--- src/design/dqip_pkg.sv ---
// Shared types and helpers for the dotted-quad IPv4 parser.
package dqip_pkg;

    localparam int unsigned CHAR_W  = 8;
    localparam int unsigned ADDR_W  = 32;
    localparam int unsigned FIELD_W = 9;
    localparam int unsigned DOTS_W  = 3;
    localparam int unsigned DIGIT_W = 4;
    localparam int unsigned PROD_W  = 12;

    localparam logic [CHAR_W-1:0]  CHAR_NUL  = 8'h00;
    localparam logic [CHAR_W-1:0]  CHAR_DOT  = 8'h2E;
    localparam logic [CHAR_W-1:0]  CHAR_ZERO = 8'h30;
    localparam logic [CHAR_W-1:0]  CHAR_NINE = 8'h39;
    localparam logic [FIELD_W-1:0] FIELD_SAT = 9'd256;
    localparam logic [DOTS_W-1:0]  MAX_DOTS  = 3'd3;
    localparam logic [DOTS_W-1:0]  DOTS_OVER = 3'd4;

    typedef enum logic [1:0] {
        KIND_DIGIT,
        KIND_DOT,
        KIND_END,
        KIND_OTHER
    } t_kind;

    typedef struct packed {
        t_kind               kind;
        logic [DIGIT_W-1:0]  digit;
    } t_token;

    function automatic logic [ADDR_W-1:0] byte_swap(input logic [ADDR_W-1:0] v);
        byte_swap = {v[7:0], v[15:8], v[23:16], v[31:24]};
    endfunction

endpackage

--- src/design/dqip_front.sv ---
// Front end: classifies each incoming character into a parse token.
module dqip_front import dqip_pkg::*; (
    input  logic              i_push,
    input  logic              i_full,
    input  logic [CHAR_W-1:0] i_character,
    output logic              o_wr,
    output t_token            o_token
);

    logic [CHAR_W-1:0] digit_off;

    assign digit_off = i_character - CHAR_ZERO;
    assign o_wr      = i_push && !i_full;

    always_comb begin
        o_token.digit = digit_off[DIGIT_W-1:0];
        priority if (i_character == CHAR_NUL) begin
            o_token.kind = KIND_END;
        end else if (i_character == CHAR_DOT) begin
            o_token.kind = KIND_DOT;
        end else if (i_character >= CHAR_ZERO && i_character <= CHAR_NINE) begin
            o_token.kind = KIND_DIGIT;
        end else begin
            o_token.kind = KIND_OTHER;
        end
    end

endmodule

--- src/design/dqip_fifo.sv ---
// Two-entry token queue between the front end and the parse engine.
module dqip_fifo import dqip_pkg::*; (
    input  logic   i_clk,
    input  logic   i_rst_n,
    input  logic   i_wr,
    input  t_token i_token,
    output logic   o_full,
    input  logic   i_rd,
    output logic   o_valid,
    output t_token o_token
);

    t_token     r_mem [2];
    logic       r_wr_ptr;
    logic       r_rd_ptr;
    logic [1:0] r_count;
    logic [1:0] n_count;

    assign o_full  = (r_count == 2'd2);
    assign o_valid = (r_count != 2'd0);
    assign o_token = r_mem[r_rd_ptr];

    always_comb begin
        n_count = r_count;
        if (i_wr && !(i_rd && o_valid)) begin
            n_count = r_count + 2'd1;
        end else if (!i_wr && i_rd && o_valid) begin
            n_count = r_count - 2'd1;
        end
    end

    always_ff @(posedge i_clk) begin
        if (!i_rst_n) begin
            r_wr_ptr <= 1'b0;
            r_rd_ptr <= 1'b0;
            r_count  <= 2'd0;
        end else begin
            r_count <= n_count;
            if (i_wr) begin
                r_wr_ptr <= ~r_wr_ptr;
            end
            if (i_rd && o_valid) begin
                r_rd_ptr <= ~r_rd_ptr;
            end
        end
    end

    always_ff @(posedge i_clk) begin
        if (i_wr) begin
            r_mem[r_wr_ptr] <= i_token;
        end
    end

    assert property (@(posedge i_clk) disable iff (!i_rst_n) r_count <= 2'd2)
        else $error("token queue count out of range");
    assert property (@(posedge i_clk) disable iff (!i_rst_n)
        (r_count == 2'd0) |-> (r_wr_ptr == r_rd_ptr))
        else $error("empty token queue with pointers apart");
    assert property (@(posedge i_clk) disable iff (!i_rst_n)
        (r_count == 2'd2) |-> (r_wr_ptr == r_rd_ptr))
        else $error("full token queue with pointers apart");

endmodule

--- src/design/dqip_back.sv ---
// Parse engine: field accumulation, dot counting, result formation and output slot.
module dqip_back import dqip_pkg::*; (
    input  logic              i_clk,
    input  logic              i_rst_n,
    input  logic              i_tok_valid,
    input  t_token            i_tok,
    output logic              o_tok_take,
    input  logic              i_cfg_valid,
    input  logic              i_network_order,
    input  logic              i_pop,
    output logic              o_empty,
    output logic [ADDR_W-1:0] o_address,
    output logic              o_valid_res
);

    logic               r_net_order;
    logic [FIELD_W-1:0] r_field, n_field;
    logic [DOTS_W-1:0]  r_dots,  n_dots;
    logic [ADDR_W-1:0]  r_part,  n_part;
    logic               r_err,   n_err;
    logic               r_out_full;
    logic [ADDR_W-1:0]  r_out_addr;
    logic               r_out_ok;

    logic [PROD_W-1:0]  prod;
    logic [ADDR_W-1:0]  closed;
    logic [ADDR_W-1:0]  shifted;
    logic [ADDR_W-1:0]  res_addr;
    logic               res_ok;
    logic               pop_ok;
    logic               end_take;

    assign pop_ok     = i_pop && r_out_full;
    assign o_tok_take = i_tok_valid && ((i_tok.kind != KIND_END) || !r_out_full || i_pop);
    assign end_take   = o_tok_take && (i_tok.kind == KIND_END);
    assign o_empty    = !r_out_full;
    assign o_address  = r_out_addr;
    assign o_valid_res = r_out_ok;

    assign prod   = {r_field, 3'b000} + {2'b00, r_field, 1'b0} + {8'b0, i_tok.digit};
    assign closed = {r_part[ADDR_W-9:0], r_field[7:0]};
    assign res_ok = !r_err && !r_field[8];

    always_comb begin
        unique case (r_dots)
            3'd0:    shifted = {closed[7:0], 24'b0};
            3'd1:    shifted = {closed[15:0], 16'b0};
            3'd2:    shifted = {closed[23:0], 8'b0};
            default: shifted = closed;
        endcase
        if (!res_ok) begin
            res_addr = '0;
        end else if (r_net_order) begin
            res_addr = byte_swap(shifted);
        end else begin
            res_addr = shifted;
        end
    end

    always_comb begin
        n_field = r_field;
        n_dots  = r_dots;
        n_part  = r_part;
        n_err   = r_err;
        if (o_tok_take) begin
            unique case (i_tok.kind)
                KIND_END: begin
                    n_field = '0;
                    n_dots  = '0;
                    n_part  = '0;
                    n_err   = 1'b0;
                end
                KIND_DIGIT: begin
                    if (!r_err) begin
                        n_field = (prod > {3'b0, FIELD_SAT}) ? FIELD_SAT : prod[FIELD_W-1:0];
                    end
                end
                KIND_DOT: begin
                    if (!r_err) begin
                        if (r_dots >= MAX_DOTS) begin
                            n_dots = DOTS_OVER;
                            n_err  = 1'b1;
                        end else begin
                            n_dots = r_dots + 3'd1;
                            if (r_field[8]) begin
                                n_err = 1'b1;
                            end else begin
                                n_part  = closed;
                                n_field = '0;
                            end
                        end
                    end
                end
                default: begin
                    n_err = 1'b1;
                end
            endcase
        end
    end

    always_ff @(posedge i_clk) begin
        if (!i_rst_n) begin
            r_net_order <= 1'b0;
            r_field     <= '0;
            r_dots      <= '0;
            r_part      <= '0;
            r_err       <= 1'b0;
            r_out_full  <= 1'b0;
        end else begin
            if (i_cfg_valid) begin
                r_net_order <= i_network_order;
            end
            r_field <= n_field;
            r_dots  <= n_dots;
            r_part  <= n_part;
            r_err   <= n_err;
            if (end_take) begin
                r_out_full <= 1'b1;
            end else if (pop_ok) begin
                r_out_full <= 1'b0;
            end
        end
    end

    always_ff @(posedge i_clk) begin
        if (end_take) begin
            r_out_addr <= res_addr;
            r_out_ok   <= res_ok;
        end
    end

    assert property (@(posedge i_clk) disable iff (!i_rst_n)
        (r_out_full && !r_out_ok) |-> (r_out_addr == '0))
        else $error("failed parse carries a non-zero address");
    assert property (@(posedge i_clk) disable iff (!i_rst_n)
        (r_dots == DOTS_OVER) |-> r_err)
        else $error("fourth dot without error");
    assert property (@(posedge i_clk) disable iff (!i_rst_n) r_dots <= DOTS_OVER)
        else $error("dot count out of range");
    assert property (@(posedge i_clk) disable iff (!i_rst_n)
        end_take |=> (r_dots == '0 && r_field == '0 && !r_err && r_out_full))
        else $error("terminator did not clear the parse state");
    assert property (@(posedge i_clk) disable iff (!i_rst_n)
        (r_out_full && !i_pop) |=> (r_out_full && $stable(r_out_addr) && $stable(r_out_ok)))
        else $error("unpopped result lost or changed");

endmodule

--- src/design/dotted_quad_ipv4_parser.sv ---
// Top level of the dotted-quad IPv4 parser.
//  channel   | handshake                 | payload
//  input     | push / full               | i_character
//  result    | pop / empty               | o_address, o_valid_res
//  config    | i_cfg_valid / o_cfg_ready | i_network_order
// One character per cycle sustained while the engine does not stall. A request passes a two-entry
// token queue and is consumed from it by the parse engine; a NUL's result is loaded into the single
// output slot at the edge that consumes the NUL, from where it can be popped.
// The engine stalls only on a NUL while the slot is held and not popped; full rises once the
// queue holds that NUL and one request behind it. Synchronous active-low reset; no clearing pass.
module dotted_quad_ipv4_parser import dqip_pkg::*; (
    input  logic              i_clk,
    input  logic              i_rst_n,
    input  logic              push,
    output logic              full,
    input  logic [CHAR_W-1:0] i_character,
    output logic              empty,
    input  logic              pop,
    output logic [ADDR_W-1:0] o_address,
    output logic              o_valid_res,
    input  logic              i_cfg_valid,
    output logic              o_cfg_ready,
    input  logic              i_network_order
);

    logic   wr;
    t_token wr_token;
    logic   tok_valid;
    t_token tok;
    logic   tok_take;

    assign o_cfg_ready = 1'b1;

    dqip_front u_front (
        .i_push      (push),
        .i_full      (full),
        .i_character (i_character),
        .o_wr        (wr),
        .o_token     (wr_token)
    );

    dqip_fifo u_fifo (
        .i_clk   (i_clk),
        .i_rst_n (i_rst_n),
        .i_wr    (wr),
        .i_token (wr_token),
        .o_full  (full),
        .i_rd    (tok_take),
        .o_valid (tok_valid),
        .o_token (tok)
    );

    dqip_back u_back (
        .i_clk           (i_clk),
        .i_rst_n         (i_rst_n),
        .i_tok_valid     (tok_valid),
        .i_tok           (tok),
        .o_tok_take      (tok_take),
        .i_cfg_valid     (i_cfg_valid),
        .i_network_order (i_network_order),
        .i_pop           (pop),
        .o_empty         (empty),
        .o_address       (o_address),
        .o_valid_res     (o_valid_res)
    );

endmodule

--- config.mk ---
export PLATFORM = sky130hd
export DESIGN_NAME = dotted_quad_ipv4_parser
export DESIGN_NICKNAME = d
export VERILOG_FILES = /design/src/design/dqip_pkg.sv /design/src/design/dqip_front.sv /design/src/design/dqip_fifo.sv /design/src/design/dqip_back.sv /design/src/design/dotted_quad_ipv4_parser.sv
export SDC_FILE = /design/constraint.sdc
export NUM_CORES = 1
export LEC_CHECK = 0
export BUFFER_PORTS_ARGS = -buffer_cell sky130_fd_sc_hd__buf_4
export CORE_MARGIN = 2
export CORE_UTILIZATION = 37
export CTS_BUF_LIST = sky130_fd_sc_hd__clkbuf_8
export DETAILED_ROUTE_END_ITERATION = 8
export PLACE_DENSITY = 0.61
export SLEW_MARGIN = 40
export SYNTH_ARGS = -nofsm -noshare
export SYNTH_HDL_FRONTEND = slang
export SYNTH_SLANG_ARGS = --single-unit
--- constraint.sdc ---
create_clock -name i_clk -period 4.1 [get_ports i_clk]
set_input_delay 1.23 -clock i_clk [delete_from_list [all_inputs] [get_ports i_clk]]
set_output_delay 1.23 -clock i_clk [all_outputs]
set_load 0.02 [all_outputs]
# Word-level counts from Yosys, hierarchy flattened
# Memories as Yosys holds them, arrays and structs flattened. A register that Yosys moved wholly into a read port is not among the register bits.
# Index checks and enable logic that the tools add are counted.
[op_classes]
add_sub_neg = 6
n_reduce_logical = 31
n_eq_ne = 11
bitwise_logic = 3
magnitude_cmp = 4
n_mux = 30
[ops]
columns = ["op", "count"]
rows = [
  ["$pmux 32 s3", 1],
  ["$mux 24", 3],
  ["$pmux 24 s2", 1],
  ["$mux 9", 5],
  ["$mux 32", 1],
  ["$pmux 9 s3", 1],
  ["$add 12x10->12", 1],
  ["$add 12x4->12", 1],
  ["$gt 12x9->1 const B", 1],
  ["$logic_and 1x1->1", 10],
  ["$mux 2", 5],
  ["$ne 2x2->1 const B", 5],
  ["$reduce_and 5->1", 2],
  ["$mux 1", 9],
  ["$eq 8x6->1 const B", 1],
  ["$ge 8x6->1 const B", 1],
  ["$le 8x6->1 const B", 1],
  ["$logic_not 8->1", 1],
  ["$reduce_bool 2->1", 4],
  ["$logic_not 1->1", 6],
  ["$mux 3", 2],
  ["$pmux 3 s2", 1],
  ["$reduce_and 6->1", 1],
  ["$eq 2x2->1 const B", 2],
  ["other kinds (16)", 19],
]
[word_totals]
out_inout_bits = 36
regBits = 76
word_cells = 98
memories = 1
ram_bits = 12
inputBits = 14
[mem_list]
columns = ["memory", "depth", "word_bits", "rd", "rd_clocked_by_memory_dff", "wr", "line", "source"]
rows = [
  ["u_fifo.r_mem", 2, 6, 1, 1, 1, "dqip_fifo.sv:13", "t_token r_mem [2];"],
]

# Longest topological paths before layout
[logic_depth]
word_depth = 8
ltp_mapped = 12
depth_no_buf = 11

# By module
# A second synthesis with hierarchy kept.
[hier_totals]
hier_cells = 514
area_unflattened_um2 = 4904.7
[modules_own_cells]
columns = ["mod", "n_inst", "area_per_inst_um2", "seq_area_each_um2", "cells_per_inst"]
rows = [
  ["dqip_back", 1, 4137.7, 1771.7, 454],
  ["dqip_fifo", 1, 663.1, 460.4, 44],
  ["dqip_front", 1, 92.6, 0.0, 14],
  ["dotted_quad_ipv4_parser", 1, 11.3, 0.0, 2],
]

# Worst setup path after synthesis
# Ideal clock, no wire load.
[synth_timing]
path_type = "input to register"
startpoint = "in pop"
endpoint = "reg u_back.r_out_addr[0], in the netlist u_back.o_address[0], enable pin"
slack_ns = 0.689
arrival_time_ns = 2.988
required_time_ns = 3.677
setup_time_ns = 0.423
cell_stages = 4
n_path_buf = 0
cell_sequence = "nor2b_1 > o21ai_1 > o21ai_1 > nor2_1"
[synth_between]
elab_chain_len = 3
[synth_rtl]
columns = ["element", "line", "source"]
rows = [
  ["start: declaration", "dotted_quad_ipv4_parser.sv:18", "input logic pop,"],
  ["$logic_or 1x1->1", "dqip_back.sv:34", "assign o_tok_take = i_tok_valid && ((i_tok.kind != KIND_END) || !r_out_full || i_pop);"],
  ["$logic_and 1x1->1", "dqip_back.sv:34", ""],
  ["$logic_and 1x1->1", "dqip_back.sv:35", "assign end_take = o_tok_take && (i_tok.kind == KIND_END);"],
  ["via u_back.end_take", "dqip_back.sv:31", "logic end_take;"],
  ["end signal: assignment", "dqip_back.sv:127", "r_out_addr <= res_addr;"],
  ["end: declaration", "dqip_back.sv:22", "logic [ADDR_W-1:0] r_out_addr;"],
]
# The timed path passes the listed nets, and every way through them passes these cells.
# A chain may end at the register's enable or synchronous reset.

==> results.cfg <==
[synthesis]
synth_fa_ha_area_share_pct = 6.23
synthMuxAreaShare_pct = 1.66
synthSimpleGateAreaFrac_pct = 19.5
async_flop_share_pct = 0
synth_seq_cells = 89
synth_compound_area_share_pct = 22.8
synth_ff_type = edfxtp_1
seq_area_frac_synth_pct = 44.1
synth_cells = 550
syn_area_per_cell_um2 = 9.21
synth_nets = 588
synth_xor_area_share_pct = 1.04
netlist.area_leader.share_pct = 26.7
synth_edf_count = 45
synth_top_family_by_area = compound AO/OA/AOI/OAI gates
yosysWarnings = 0
yosys.area.top_type = edfxtp_1
netlist_area_um2 = 5060
synth.distinct_cells = 69
synthTopCellsByArea = edfxtp_1 (27%), dfxtp_1 (17%), a211oi_1 (6.4%)

[placement]
gp_congestion = 0.815
place_ws_ns = 0.815
port_buffers = 48
post-dp-hpwl_um = 8290

[final_layout]
syn_to_final_growth_pct = 13.8
most-common-layout-cells = nand2_1 (78), buf_4 (55), edfxtp_1 (45)
n_fill_cell = 1268
final_common_cell = nand2_1
nets = 617
final_util_pct = 43.4
drive_above_1_share_pct = 15.1
num_antenna_cells = 0

[setup_path]
critPathBufInv = 1
cpMostUsedCell = ha_1
cp_slowest_stage_delay_ns = 0.57
crit_slowest_cell = dfxtp_1
reg2reg_slack_ns = 0.81
path_class = reg -> reg
start_kind = flop
critPathMaxFanout = 12
critPathArrivalTime_ns = 3.59
r2r_end = u_back.r_field[0]
required_ns = 4.40
crit_path_cell_trace = mux2_2, ha_1, ha_1, inv_1, fa_1, xnor2_1, nor4b_1, o211ai_1, o311ai_4, nand3b_1, o31ai_1
cp-end-kind = flop
rr_worst_depth = 11
crit_family = adder cells

[routing]
drtIter0Drc = 348
vias = 4143
dr.pass1.iters = 5
wl_um = 11700
ant_nets = 0
routed_via_density = 5.45
wl_per_cell_um = 15.4
drcViolationCount = 0

[clocking]
clk_path_buf_depth = 2
cts_resized = 0
cts.sinks = 89
cts_tree = done
holdBufCountCts = 0
clk_pin_slew_ns = 0.09
cts_inserted_buffers = 9
insertion_delay_ns = 0.38
cts_setup_buffers = 0
clock-root-buffer = clkbuf_8
ctsHtreeMaxLevel = 3

[sta]
slew_viol_final = 0
setup_ws_ns = 0.807
setup_viol = 0
finalHoldViolations = 0
slew_headroom_pct = 48.9
rsz0062_at_grt = no
tns_ns = 0
max_freq_mhz = 304
min_period_ns = 3.29
period_share_pct = 80.3
clock_skew_ns = 0.0156
tightest_slew_ns = 0.767

[grt]
grt_usage_pct = 16.8
grt-ovfl-total = 0
antenna_found_initial = 0
grt_pass1_wl_um = 19500
grt_max_degree = 51
grt_pass1_vias = 3926

[worst_hold_path]
hold_end = u_back.r_part[16]
hold_depth = 3
worstHoldStart = u_back.r_part[16]
hold_class = reg -> reg

[floorplan]
start_util_pct = 38.1
design.die.area_um2 = 14600
fp-row-count = 42
io-pin-count = 50
fp.dieW_um = 121
die_height_um = 121
core_um2 = 13300

[power]
p_leak_nw = 2.09
finalPower_mw = 2.06
seqPwrFrac_pct = 50.5
p_int_mw = 1.39
ir_drop_mv = 0.202
swShare_pct = 32.7
powerDensity_nw_per_um2 = 358
comb_power_share_pct = 22.4
p_sw_uw = 674
power_frac_clock_pct = 27.1

[job]
maxCapViolations = 0

[outcome]
status = finished, final reports clean
## cell usage after synthesis, drive strengths merged, types with 3 or more instances
master / number
nand2: 79
nor2: 46
edfxtp: 45
a211oi: 44
dfxtp: 44
o21ai: 40
and2: 32
clkbuf: 30
ha: 22
a22oi: 18
inv: 18
a21oi: 16
nand3: 10
o31ai: 10
buf: 9
a222oi: 8
nor2b: 6
o21a: 6
mux2i: 5
nand3b: 4
or2: 4
mux2: 3
nand2b: 3
nor3: 3
xnor2: 3
xor2: 3
## per-layer routing
layer	GRT usage [%]	up-vias	wire, µm
li1	-	2066	-
met1	21.0	1966	5330
met2	27.9	95	5520
met3	4.14	16	592
met4	6.54	0	226
met5	0	-	0
## power groups by stage
stage	Clock, mW	Sequential (mW)	Combinational, mW
6_report	0.559	1.04	0.462
3_3_place_gp	0	1.06	0.441
4_1_cts	0.579	1.04	0.461
3_5_place_dp	0	1.06	0.460
2_1_floorplan	0	1.07	0.322
5_1_grt	0.613	1.05	0.509
## state kept, by name, indices dropped and copies added, names as in the netlist, named ones only
name,cells
u_back.o_valid_res,1
u_back.r_dots,3
u_back.o_address,32
u_fifo.r_rd_ptr,1
u_back.r_err,1
u_back.r_net_order,1
u_fifo.r_wr_ptr,1
u_fifo.r_mem,12
u_back.r_part,24
u_fifo.r_count,2
u_back.r_out_full,1
u_back.r_field,9
## metrics by stage
stage                     instances  hold WS (ns)  instance area, µm²
after floorplan                 550         0.511                5060
final                           760         0.576                5760
after global placement          742         0.547                5560
after global routing            760         0.608                5760
after CTS                       760         0.578                5760
after detailed placement        744         0.553                5590
## cells by family (layout without fill, tap and decap cells)
| logic type | Yosys count | in the layout |
|---|---|---|
| AOI/OAI and AO/OA | 163 | 163 |
| xor gates and xnor gates | 6 | 6 |
| adders and majority gates | 24 | 24 |
| buffers and inverters | 57 | 91 |
| DFF | 89 | 89 |
| muxes | 8 | 8 |
| other | 1 | 1 |
| and+or+nand+nor | 202 | 202 |
## worst reg2reg max path: stages (launching register included)
cell	delay (ns)
dfxtp_1	0.57
mux2_2	0.39
ha_1	0.28
ha_1	0.19
inv_1	0.06
fa_1	0.44
xnor2_1	0.17
nor4b_1	0.25
o211ai_1	0.18
o311ai_4	0.32
nand3b_1	0.15
o31ai_1	0.20
## worst max path at each step
| stage | cells after the start | slack [ns] | from | end |
|---|---|---|---|---|
| 2_1_floorplan | 4 | 0.69 | pop | u_back.o_address[0] |
| 3_3_place_gp | 11 | 0.92 | flop | u_back.r_field[4] |
| 3_5_place_dp | 11 | 0.81 | flop | u_back.r_field[0] |
| 4_1_cts | 11 | 0.81 | flop | u_back.r_field[1] |
| 5_1_grt | 11 | 0.49 | flop | u_back.r_field[1] |
| 6_report | 11 | 0.81 | flop | u_back.r_field[0] |
## cell type report
type	count	area (µm²)	area share, %
Timing Repair Buffer	57	443	7.68
Sequential cell	89	2230	38.7
Multi-Input combinational cell	404	2630	45.6
Clock buffer	9	124	2.15
Clock inverter	7	51.3	0.890
Inverter	18	67.6	1.17
Tap cell	176	220	3.82
(Power assumes the default switching activity.)
